`src/rtl/assert_macros.svh`:
```
// Assertion macros shared by the deframer RTL.
`ifndef ASSERT_MACROS_SVH
`define ASSERT_MACROS_SVH

// Concurrent property check on one clock with async reset disable.
`define WSD_ASSERT(label, clk, rst_n, prop, msg) \
	label: assert property (@(posedge clk) disable iff (!rst_n) (prop)) \
		else $error(msg);

// Condition in one cycle implies a condition in the next cycle.
`define WSD_ASSERT_NEXT(label, clk, rst_n, pre, post, msg) \
	label: assert property (@(posedge clk) disable iff (!rst_n) (pre) |=> (post)) \
		else $error(msg);

`endif

```
`src/rtl/wsd_pkg.sv`:
```
// Package: shared types and codes of the websocket frame deframer.
`timescale 1ns / 1ps
package wsd_pkg;

	// parser phases
	localparam logic [2:0] PH_BYTE0  = 3'd0;
	localparam logic [2:0] PH_BYTE1  = 3'd1;
	localparam logic [2:0] PH_EXTLEN = 3'd2;
	localparam logic [2:0] PH_KEY    = 3'd3;
	localparam logic [2:0] PH_DATA   = 3'd4;
	localparam logic [2:0] PH_HALT   = 3'd5;

	// result kinds
	localparam logic [1:0] KIND_DATA  = 2'd0;
	localparam logic [1:0] KIND_EMPTY = 2'd1;
	localparam logic [1:0] KIND_ERROR = 2'd2;

	// error codes
	localparam logic [1:0] ERR_RSV      = 2'd0;
	localparam logic [1:0] ERR_OPCODE   = 2'd1;
	localparam logic [1:0] ERR_UNMASKED = 2'd2;

	// extended length forms
	localparam logic [1:0] LEN_SHORT = 2'd0;
	localparam logic [1:0] LEN_16    = 2'd1;
	localparam logic [1:0] LEN_64    = 2'd2;

	// 7-bit length codes that announce an extended length
	localparam logic [6:0] LEN7_EXT16 = 7'd126;
	localparam logic [6:0] LEN7_EXT64 = 7'd127;

	// one result item
	typedef struct packed {
		logic [1:0] kind;
		logic [7:0] payload_byte;
		logic [3:0] opcode;
		logic       fin;
		logic       frame_end;
		logic       message_end;
		logic [1:0] error_code;
	} res_t;

endpackage

```
`src/rtl/websocket_frame_deframer_top.sv`:
```
// Top level of the websocket frame deframer.
//
// Takes the received byte stream on rx_byte with rx_valid/rx_stall; a byte
// transfers at a clock edge with rx_valid high and rx_stall low. Results leave
// on the kind .. error_code ports with res_valid/res_stall, same rule.
// Frame headers (FIN, RSV, opcode, 7/16/64-bit length, mask key) produce no
// result except the one that closes an empty frame; each payload byte comes
// out unmasked with its frame and message end marks. A protocol error gives
// one error result and all later bytes are dropped until reset.
// Path: a transferred byte is held in the input register, then the parse logic
// writes its result into the result register, which drives res_valid.
// Throughput: one byte per clock unless res_stall holds a result; the parse of
// a byte is a single pass over the header state and the 64-bit length counter.
// Reset (arst_n low) empties both registers, returns the parser to the first
// header byte and sets require_mask to 1. cfg_wr_en/cfg_wr_data write
// require_mask; write it only while no bytes are in flight.
// A stalled result holds its register; the input register keeps one byte and
// then raises rx_stall until the result transfers.
`timescale 1ns / 1ps
module websocket_frame_deframer_top
	import wsd_pkg::*;
(
	input  logic       clk,
	input  logic       arst_n,
	input  logic       cfg_wr_en,
	input  logic       cfg_wr_data,
	input  logic       rx_valid,
	output logic       rx_stall,
	input  logic [7:0] rx_byte,
	output logic       res_valid,
	input  logic       res_stall,
	output logic [1:0] kind,
	output logic [7:0] payload_byte,
	output logic [3:0] opcode,
	output logic       fin,
	output logic       frame_end,
	output logic       message_end,
	output logic [1:0] error_code
);

	logic       advance;
	logic       byte_valid_s1;
	logic [7:0] byte_s1;
	logic       emit;
	res_t       res;
	res_t       res_q;

	wsd_in_stage u_in (
		.clk           (clk),
		.arst_n        (arst_n),
		.rx_valid      (rx_valid),
		.rx_stall      (rx_stall),
		.rx_byte       (rx_byte),
		.advance       (advance),
		.byte_valid_s1 (byte_valid_s1),
		.byte_s1       (byte_s1)
	);

	wsd_parser u_parser (
		.clk           (clk),
		.arst_n        (arst_n),
		.cfg_wr_en     (cfg_wr_en),
		.cfg_wr_data   (cfg_wr_data),
		.byte_valid_s1 (byte_valid_s1),
		.byte_s1       (byte_s1),
		.advance       (advance),
		.emit          (emit),
		.res           (res)
	);

	wsd_out_stage u_out (
		.clk           (clk),
		.arst_n        (arst_n),
		.emit          (emit),
		.byte_valid_s1 (byte_valid_s1),
		.res           (res),
		.advance       (advance),
		.res_valid     (res_valid),
		.res_stall     (res_stall),
		.res_q         (res_q)
	);

	// result fields to ports
	assign kind         = res_q.kind;
	assign payload_byte = res_q.payload_byte;
	assign opcode       = res_q.opcode;
	assign fin          = res_q.fin;
	assign frame_end    = res_q.frame_end;
	assign message_end  = res_q.message_end;
	assign error_code   = res_q.error_code;

endmodule

```
`src/rtl/wsd_in_stage.sv`:
```
// Input register stage of the deframer: holds one received byte.
`timescale 1ns / 1ps
`include "assert_macros.svh"
module wsd_in_stage
	import wsd_pkg::*;
(
	input  logic       clk,
	input  logic       arst_n,
	input  logic       rx_valid,
	output logic       rx_stall,
	input  logic [7:0] rx_byte,
	input  logic       advance,
	output logic       byte_valid_s1,
	output logic [7:0] byte_s1
);

	logic take;

	// stall only while a held byte cannot move on
	assign rx_stall = byte_valid_s1 && !advance;
	assign take     = rx_valid && !rx_stall;

	// valid flag
	always_ff @(posedge clk or negedge arst_n) begin
		if (!arst_n) begin
			byte_valid_s1 <= 1'b0;
		end else if (!byte_valid_s1 || advance) begin
			byte_valid_s1 <= rx_valid;
		end
	end

	// payload, no reset
	always_ff @(posedge clk) begin
		if (take) begin
			byte_s1 <= rx_byte;
		end
	end

	`WSD_ASSERT_NEXT(a_hold_s1, clk, arst_n, byte_valid_s1 && !advance,
		byte_valid_s1 && $stable(byte_s1), "held input byte lost or changed")

endmodule

```
`src/rtl/wsd_parser.sv`:
```
// Frame parser: header state, length and key registers, unmasking logic.
`timescale 1ns / 1ps
`include "assert_macros.svh"
module wsd_parser
	import wsd_pkg::*;
(
	input  logic       clk,
	input  logic       arst_n,
	input  logic       cfg_wr_en,
	input  logic       cfg_wr_data,
	input  logic       byte_valid_s1,
	input  logic [7:0] byte_s1,
	input  logic       advance,
	output logic       emit,
	output res_t       res
);

	logic        require_mask_q;
	logic [2:0]  phase_q,  phase_d;
	logic [3:0]  hc_q,     hc_d;
	logic        fin_q,    fin_d;
	logic [3:0]  op_q,     op_d;
	logic [1:0]  lk_q,     lk_d;
	logic        masked_q, masked_d;
	logic [63:0] rem_q,    rem_d;
	logic [31:0] key_q,    key_d;
	logic [1:0]  idx_q,    idx_d;

	logic        fire;
	logic [3:0]  hc_inc;
	logic [63:0] rem_shift;
	logic [7:0]  key_byte;
	logic        ext_done;
	logic [1:0]  kind_d;
	logic [7:0]  pbyte_d;
	logic        fend_d;
	logic [1:0]  code_d;

	assign fire      = byte_valid_s1 && advance;
	assign hc_inc    = hc_q + 4'd1;
	assign rem_shift = {rem_q[55:0], byte_s1};
	assign ext_done  = (lk_q == LEN_16) ? (hc_inc >= 4'd2) : (hc_inc >= 4'd8);

	// key byte for this payload position, first key byte in the top bits
	always_comb begin
		case (idx_q)
			2'd0:    key_byte = key_q[31:24];
			2'd1:    key_byte = key_q[23:16];
			2'd2:    key_byte = key_q[15:8];
			default: key_byte = key_q[7:0];
		endcase
	end

	// next state and result for the byte in s1
	always_comb begin
		phase_d  = phase_q;
		hc_d     = hc_q;
		fin_d    = fin_q;
		op_d     = op_q;
		lk_d     = lk_q;
		masked_d = masked_q;
		rem_d    = rem_q;
		key_d    = key_q;
		idx_d    = idx_q;
		emit     = 1'b0;
		kind_d   = KIND_DATA;
		pbyte_d  = 8'd0;
		fend_d   = 1'b0;
		code_d   = ERR_RSV;
		case (phase_q)
			PH_BYTE0: begin
				fin_d = byte_s1[7];
				op_d  = byte_s1[3:0];
				key_d = 32'd0;
				idx_d = 2'd0;
				hc_d  = 4'd0;
				if (byte_s1[6:4] != 3'd0) begin
					phase_d = PH_HALT;
					emit    = 1'b1;
					kind_d  = KIND_ERROR;
					code_d  = ERR_RSV;
				end else if (byte_s1[3:0] inside {[4'd3:4'd7], [4'd11:4'd15]}) begin
					phase_d = PH_HALT;
					emit    = 1'b1;
					kind_d  = KIND_ERROR;
					code_d  = ERR_OPCODE;
				end else begin
					phase_d = PH_BYTE1;
				end
			end
			PH_BYTE1: begin
				masked_d = byte_s1[7];
				hc_d     = 4'd0;
				if (!byte_s1[7] && require_mask_q) begin
					phase_d = PH_HALT;
					emit    = 1'b1;
					kind_d  = KIND_ERROR;
					code_d  = ERR_UNMASKED;
				end else if (byte_s1[6:0] == LEN7_EXT16) begin
					rem_d   = 64'd0;
					lk_d    = LEN_16;
					phase_d = PH_EXTLEN;
				end else if (byte_s1[6:0] == LEN7_EXT64) begin
					rem_d   = 64'd0;
					lk_d    = LEN_64;
					phase_d = PH_EXTLEN;
				end else begin
					lk_d  = LEN_SHORT;
					rem_d = {57'd0, byte_s1[6:0]};
					// length known: key, payload or empty frame
					if (byte_s1[7]) begin
						phase_d = PH_KEY;
					end else if (byte_s1[6:0] == 7'd0) begin
						phase_d = PH_BYTE0;
						emit    = 1'b1;
						kind_d  = KIND_EMPTY;
						fend_d  = 1'b1;
					end else begin
						phase_d = PH_DATA;
					end
				end
			end
			PH_EXTLEN: begin
				rem_d = rem_shift;
				hc_d  = hc_inc;
				if (ext_done) begin
					hc_d = 4'd0;
					if (masked_q) begin
						phase_d = PH_KEY;
					end else if (rem_shift == 64'd0) begin
						phase_d = PH_BYTE0;
						emit    = 1'b1;
						kind_d  = KIND_EMPTY;
						fend_d  = 1'b1;
					end else begin
						phase_d = PH_DATA;
					end
				end
			end
			PH_KEY: begin
				key_d = {key_q[23:0], byte_s1};
				hc_d  = hc_inc;
				if (hc_inc >= 4'd4) begin
					hc_d  = 4'd0;
					idx_d = 2'd0;
					if (rem_q == 64'd0) begin
						phase_d = PH_BYTE0;
						emit    = 1'b1;
						kind_d  = KIND_EMPTY;
						fend_d  = 1'b1;
					end else begin
						phase_d = PH_DATA;
					end
				end
			end
			PH_DATA: begin
				idx_d   = idx_q + 2'd1;
				rem_d   = rem_q - 64'd1;
				emit    = 1'b1;
				kind_d  = KIND_DATA;
				pbyte_d = byte_s1 ^ key_byte;
				fend_d  = (rem_q == 64'd1);
				if (rem_q == 64'd1) begin
					phase_d = PH_BYTE0;
				end
			end
			default: begin
				// halted after an error: bytes are dropped
				phase_d = phase_q;
			end
		endcase
	end

	// result fields use the frame header as updated by this byte
	assign res.kind         = kind_d;
	assign res.payload_byte = pbyte_d;
	assign res.opcode       = op_d;
	assign res.fin          = fin_d;
	assign res.frame_end    = fend_d;
	assign res.message_end  = fend_d & fin_d;
	assign res.error_code   = code_d;

	// configuration register
	always_ff @(posedge clk or negedge arst_n) begin
		if (!arst_n) begin
			require_mask_q <= 1'b1;
		end else if (cfg_wr_en) begin
			require_mask_q <= cfg_wr_data;
		end
	end

	// parser state
	always_ff @(posedge clk or negedge arst_n) begin
		if (!arst_n) begin
			phase_q  <= PH_BYTE0;
			hc_q     <= 4'd0;
			fin_q    <= 1'b0;
			op_q     <= 4'd0;
			lk_q     <= LEN_SHORT;
			masked_q <= 1'b0;
			rem_q    <= 64'd0;
			key_q    <= 32'd0;
			idx_q    <= 2'd0;
		end else if (fire) begin
			phase_q  <= phase_d;
			hc_q     <= hc_d;
			fin_q    <= fin_d;
			op_q     <= op_d;
			lk_q     <= lk_d;
			masked_q <= masked_d;
			rem_q    <= rem_d;
			key_q    <= key_d;
			idx_q    <= idx_d;
		end
	end

	`WSD_ASSERT_NEXT(a_halt_sticky, clk, arst_n, phase_q == PH_HALT,
		phase_q == PH_HALT, "parser left halt without reset")
	`WSD_ASSERT_NEXT(a_err_halts, clk, arst_n, fire && emit && (kind_d == KIND_ERROR),
		phase_q == PH_HALT, "error transfer without halt")

endmodule

```
`src/rtl/wsd_out_stage.sv`:
```
// Result register of the deframer with its valid/stall handshake.
`timescale 1ns / 1ps
`include "assert_macros.svh"
module wsd_out_stage
	import wsd_pkg::*;
(
	input  logic       clk,
	input  logic       arst_n,
	input  logic       emit,
	input  logic       byte_valid_s1,
	input  res_t       res,
	output logic       advance,
	output logic       res_valid,
	input  logic       res_stall,
	output res_t       res_q
);

	logic load;

	// the register frees up when empty or when its result transfers now
	assign advance = !res_valid || !res_stall;
	assign load    = advance && byte_valid_s1 && emit;

	// valid flag
	always_ff @(posedge clk or negedge arst_n) begin
		if (!arst_n) begin
			res_valid <= 1'b0;
		end else if (advance) begin
			res_valid <= byte_valid_s1 && emit;
		end
	end

	// payload, no reset
	always_ff @(posedge clk) begin
		if (load) begin
			res_q <= res;
		end
	end

	`WSD_ASSERT(a_msg_end, clk, arst_n,
		!res_valid || !res_q.message_end || (res_q.frame_end && res_q.fin),
		"message end without frame end and fin")
	`WSD_ASSERT(a_err_fields, clk, arst_n,
		!res_valid || (res_q.kind == KIND_ERROR) || (res_q.error_code == ERR_RSV),
		"error code set on a non-error result")

endmodule
```
`config.mk`:
```
export PLATFORM = sky130hd
export DESIGN_NAME = websocket_frame_deframer_top
export DESIGN_NICKNAME = d
export VERILOG_FILES = /design/src/rtl/wsd_pkg.sv /design/src/rtl/websocket_frame_deframer_top.sv /design/src/rtl/wsd_in_stage.sv /design/src/rtl/wsd_parser.sv /design/src/rtl/wsd_out_stage.sv
export VERILOG_INCLUDE_DIRS = /design/src /design/src/rtl
export SDC_FILE = /design/constraint.sdc
export NUM_CORES = 1
export LEC_CHECK = 0
export ABC_AREA = 1
export BUFFER_PORTS_ARGS = -buffer_cell sky130_fd_sc_hd__buf_2
export CAP_MARGIN = 0
export CORE_ASPECT_RATIO = 1.75
export CORE_MARGIN = 2
export CORE_UTILIZATION = 45
export CTS_CLUSTER_SIZE = 40
export DETAILED_ROUTE_END_ITERATION = 7
export HOLD_SLACK_MARGIN = 0.03
export MAX_ROUTING_LAYER = met4
export PLACE_DENSITY = 0.63
export SYNTH_ARGS = -nofsm -noshare
export SYNTH_HDL_FRONTEND = slang
export SYNTH_HIERARCHICAL = 1
export SYNTH_SLANG_ARGS = --single-unit
```
`constraint.sdc`:
```
create_clock -name clk -period 2.8 [get_ports clk]
set_input_delay 0.42 -clock clk [delete_from_list [all_inputs] [get_ports clk]]
set_output_delay 0.42 -clock clk [all_outputs]
set_load 0.01 [all_outputs]
```
-- Yosys cells after proc, flatten, opt, wreduce, memory -nomap -nowiden
Index checks and enable logic that the tools add are counted.
- flip-flop bits (word level): 143
- input bits: 14
- word-level logic and storage cells: 145
- add/subtract/negate cells: 3
- magnitude comparators: 7
- equality and inequality tests: 14
- multiplexer cells: 62
- bitwise logic cells: 3
- reductions and logical operators: 36
- operators by type and width (operator ; count):
    one-hot mux 64 bit (3 select lines) ; 1
    logical NOT 64 bit ; 2
    two-way mux 64 bit ; 2
    == test 64 x 1 -> 1 bit (second input constant) ; 1
    one-hot mux 32 bit (2 select lines) ; 1
    subtractor 64 x 1 -> 64 bit (second input constant) ; 1
    two-way mux 3 bit ; 13
    two-way mux 2 bit ; 14
    one-hot mux 8 bit (3 select lines) ; 1
    two-way mux 1 bit ; 19
    one-hot mux 3 bit (5 select lines) ; 1
    == test 7 bit (second input constant) ; 2
    two-way mux 4 bit ; 3
    one-hot mux 4 bit (3 select lines) ; 1
    nonzero test 3 bit ; 4
    AND reduction 3 bit ; 3
    greater-or-equal comparator 4 x 2 -> 1 bit (second input constant) ; 2
    greater-or-equal comparator 4 bit (second input constant) ; 2
    logical AND 1 bit ; 8
    one-hot mux 2 bit (4 select lines) ; 1
    bitwise XOR 8 bit ; 1
    logical NOT 7 bit ; 1
    two-way mux 7 bit ; 1
    == test 3 x 2 -> 1 bit (second input constant) ; 2
    26 further kinds ; 38

-- Logic depth before layout (Yosys ltp)
- depth in word-level cells: 8
- depth in mapped cells: 13
- depth with buffers taken out: 13

-- Hierarchy
The synthesis kept the hierarchy.
- modules (own cells, without submodules) (module ; times used ; cells each ; area an instance (µm²)):
    wsd_parser ; 1 ; 1136 ; 7604.8
    wsd_out_stage ; 1 ; 25 ; 619.3
    wsd_in_stage ; 1 ; 15 ; 297.8

-- Worst setup path after synthesis
Ideal clock, no wire load.
- path type: register to register
- start: reg u_parser.rem_q[0]
- end: reg u_out/res_q[0] (netlist name)
- library setup time: 0.379 ns
- arrival: 2.169 ns
- data required time: 2.421 ns
- setup slack: 0.251 ns
- stages on the path, launching flop included: 13
- clock period less this slack: 2.549 ns
- path through: dfrtp_1 -> inv_1 -> ha_1 -> nand2_1 -> nor2_2 -> nand3_2 -> nor2_4 -> nand4_1 -> nand3_1 -> nand2_1 -> inv_1 -> nand2_1 -> nor2_2
- cells in the longest elaborated chain, start to end: 6
- RTL lines (item ; line ; RTL):
    start, declared ; wsd_parser.sv:25 ; logic [63:0] rem_q, rem_d;
    start signal, assigned ; wsd_parser.sv:211 ; rem_q <= rem_d;
    logical NOT 64 bit ; wsd_parser.sv:130 ; end else if (rem_shift == 64'd0) begin
    two-way mux 1 bit ; wsd_parser.sv:130 ;
    two-way mux 1 bit ; wsd_parser.sv:128 ; if (masked_q) begin
    two-way mux 1 bit ; wsd_parser.sv:126 ; if (ext_done) begin
    one-hot mux 1 bit (5 select lines) * ; wsd_parser.sv:70 ; case (phase_q)
    named net emit ; websocket_frame_deframer_top.sv:44 ; logic emit;
    logical AND 1 bit * ; wsd_out_stage.sv:22 ; assign load = advance && byte_valid_s1 && emit;
    named net u_out.load ; wsd_out_stage.sv:18 ; logic load;
The timed path passes the listed nets; every way through them passes the cells marked *.
A chain may end at the register's enable or synchronous reset.

-- Worst setup path in the final report
- start: reg u_parser.rem_q[47]
- end: reg u_out/res_q[12] (netlist name)
- cells in the longest elaborated chain, start to end: 6
- RTL lines (item ; line):
    logical NOT 64 bit ; wsd_parser.sv:130
    two-way mux 1 bit ; wsd_parser.sv:130
    two-way mux 1 bit ; wsd_parser.sv:128
    two-way mux 1 bit ; wsd_parser.sv:126
    one-hot mux 1 bit (5 select lines) * ; wsd_parser.sv:70
    named net emit ; websocket_frame_deframer_top.sv:44
    logical AND 1 bit * ; wsd_out_stage.sv:22
    named net u_out.load ; wsd_out_stage.sv:18
Marks and branches as above.

==> results.py <==
metrics = {
    "final_layout": {
        "nNetsFinal": 1238,
        "insertedDiodeCount": 0,
        "layout_common_cells": "251 x nand2_1, 187 x nor2_1, 132 x inv_1, 115 x dfrtp_1, 92 x a21oi_1",
        "final_common_cell": "nand2_1",
        "finalNonFillerCells": 1467,
        "drive_gt1_share_pct": 10.09,
        "areaGrowthSynthToFinish_pct": 13.18,
        "stdcell_area_mm2": 0.009646,
    },
    "die": {
        "initial_utilization_pct": 45.87,
        "chipHeight_um": 186.0,
        "num_io_pins": 35,
        "row_count": 66,
        "core_area_mm2": 0.01858,
        "die_x_um": 108.0,
        "die_area_mm2": 0.02010,
    },
    "clocking": {
        "clock_sinks": 143,
        "clock_path_buffers": 2,
        "cts_root_buffer": "clkbuf_16",
        "clock_latency_ns": 0.43,
        "path_clk_slew_ns": 0.06,
        "htreeDepth": 4,
        "cts_buffers": 17,
        "cts_tree": "done",
    },
    "timing": {
        "slew_headroom_pct": 59.02,
        "finalHoldViolations": 0,
        "fmax_ghz": 0.3874,
        "fin_crit_sh_pct": 92.18,
        "rsz0062_at_grt": "no",
        "final-max-slew-violation-count": 0,
        "clock_skew_ns": 0.005687,
        "setup_violations": 0,
        "min_period_ns": 2.581,
        "holdWs_ns": 0.1574,
        "setup-tns-final_ns": 0,
        "worst_pin_slew_ns": 0.6147,
    },
    "setup_path": {
        "r2r-start": "u_parser/rem_q[47]$_DFFE_PN0P_",
        "arrival_ns": 2.71,
        "crit_fanout": 13,
        "crit_buf_inv": 2,
        "crit_top_cell": "nand2_1",
        "worstSetupPathType": "flip-flop to flip-flop",
        "cp_slowest_cell": "dfrtp_1",
        "r2r_cells": 12,
        "critPathRequiredTime_ns": 2.93,
        "critPathTopFamily": "simple AND/OR/NAND/NOR gates",
        "crit_start": "u_parser/rem_q[47]$_DFFE_PN0P_",
        "crit_end": "u_out/res_q[12]$_DFFE_PP_",
        "cp-end-kind": "flip-flop",
        "cp_num_cells": 12,
        "start_kind": "flip-flop",
        "cp_slowest_stage_delay_ns": 0.38,
        "reg2reg_setup_slack_ns": 0.22,
        "r2r-end": "u_out/res_q[12]$_DFFE_PP_",
        "worstPathCellList": "nor2_1 > nand2_1 > nor2_1 > nand2_1 > nor2_1 > nand3b_1 > nand3_1 > nand2_1 > inv_1 > nand2_1 > nor2_2 > buf_4",
    },
    "drt": {
        "drc": 0,
        "initialDrtViolationCount": 623,
        "routed_wl_um": 26700,
        "vias": 8207,
        "antenna_left": 0,
        "via_per_inst": 5.594,
        "dr.pass1.iters": 6,
        "wl_per_cell_um": 18.20,
    },
    "power_and_ir_drop": {
        "p_per_area_mw_per_mm2": 595.1,
        "p_leak_nw": 4.225,
        "p_total_mw": 5.740,
        "vdd_drop_max_uv": 904.9,
    },
    "yosys": {
        "syn_inst": 1176,
        "syn_area_mm2": 0.008522,
        "synth_top_cell_area_share_pct": 33.77,
        "synth_nets": 1198,
        "yosys.area.top_type": "dfrtp_1",
        "ys_types": 40,
        "ys_ff_latch": 143,
        "ys_seq_area_share_pct": 43.59,
        "syn_area_per_cell_um2": 7.247,
        "ys_top_cells_by_area": "dfrtp_1 34%, nand2_1 11%, edfxtp_1 9.5%, nor2_1 8.3%, inv_1 5.8%",
        "synth_warnings": 6,
    },
    "global_routing": {
        "grt_usage_pct": 28.60,
        "antenna_found_initial": 0,
        "grt_pass1_wl_um": 41890,
        "grt_pass1_vias": 7980,
        "overflow": 0,
        "grt_max_degree": 91,
    },
    "hold_path": {
        "min_path_type": "input port to flip-flop",
    },
    "place": {
        "dp.cells": 1434,
        "placed_area_mm2": 0.009032,
        "port_buffers": 34,
        "place.gp.congestion": 0.9337,
        "dpl.hpwl_um": 19630,
    },
    "outcome": {
        "outcome": "finished clean",
    },
    "job": {
        "maxCapViolCount": 0,
    },
}
synthesized netlist by cell type, drive strengths merged:
cell type and number:
a211oi 1, a21oi 93, a22o 2, a22oi 34, a31oi 4, buf 29
clkbuf 11, clkinv 1, dfrtp 115, dfstp 1, edfxtp 27, ha 8
inv 139, mux2 1, nand2 254, nand3 87, nand3b 4, nand4 13
nor2 200, nor3 7, nor4 2, o21a 1, o21ai 95, o21bai 5
o22ai 37, o31ai 2, o41ai 1, xor2 2
where the power goes:
part	leakage (nW)	total [mW]	switching, mW	internal (mW)
clock	0.291	2.34	0.995	1.34
combinational	2.48	0.914	0.587	0.327
sequential	1.46	2.49	0.181	2.31
per-layer routing:
layer	up-vias	global-route usage, %	routed length [um]
met3	99	4.062	936
met2	276	51.72	14560
met5	-	-	0
met4	0	17.28	1669
met1	3832	28.67	9535
li1	4000	-	-
kinds of logic (layout without fill, tap and decap cells):
| logic type | count (synthesis) | after routing | share of synthesized area, % |
|---|---|---|---|
| and+or+nand+nor | 567 | 567 | 27.88 |
| AOI/OAI and AO/OA | 275 | 275 | 18.35 |
| buffers and inverters | 180 | 233 | 8.663 |
| DFF | 143 | 143 | 43.59 |
| adders and majority gates | 8 | 8 | 1.175 |
| xor gates and xnor gates | 2 | 2 | 0.2056 |
| muxes | 1 | 1 | 0.1321 |
how the worst min path moves through the flow:
stage | cells after the start | endpoint | from | slack [ns]
floorplan | 0 | u_in/byte_valid_s1$_DFFE_PN0P_ | arst_n | 0.12
global placement | 1 | u_parser/rem_q[59]$_DFFE_PN0P_ | arst_n | 0.46
detailed placement | 1 | u_parser/rem_q[59]$_DFFE_PN0P_ | arst_n | 0.46
CTS | 1 | u_in/byte_s1[2]$_DFFE_PP_ | rx_byte[2] | 0.14
global route | 1 | u_in/byte_s1[6]$_DFFE_PP_ | rx_byte[6] | 0.14
finish | 1 | u_in/byte_s1[4]$_DFFE_PP_ | rx_byte[4] | 0.16
stage by stage:
step / utilization [%] / setup WS [ns]
after CTS: 51.90 / 0.2215
after global placement: 48.61 / 0.3290
after floorplan: - / 0.2512
after global routing: 51.91 / 0.04301
after detailed placement: 48.61 / 0.2603
final: 51.91 / 0.2190
what timing repair did:
| item | CTS | global route |
|---|---|---|
| setup buffers | 0 | 0 |
| resized for setup | 0 | 1 |
| endpoints found under the hold margin | 37 | 0 |
| endpoints found under the setup margin | 0 | 8 |
| hold buffers | 1 | 0 |
flip-flops by register name (all words and copies together) (netlist names), 2 cells and up:
| signal | cells |
|---|---|
| u_parser/phase_q | 3 |
| u_parser/lk_q | 2 |
| u_parser/hc_q | 4 |
| u_in/byte_s1 | 8 |
| u_out/res_q | 19 |
| u_parser/key_q | 32 |
| u_parser/rem_q | 64 |
| u_parser/op_q | 4 |
| u_parser/idx_q | 2 |
layout make-up:
class,instances,area [um^2]
fillers,1887,8935
multi-input cells,853,4079
flip-flops and latches,143,3715
inverters,140,525.5
repair buffers,61,427.9
clock buffers,17,425.4
well taps,238,297.8
clock inverters,15,175.2
Power figures use the tool's default switching activity.
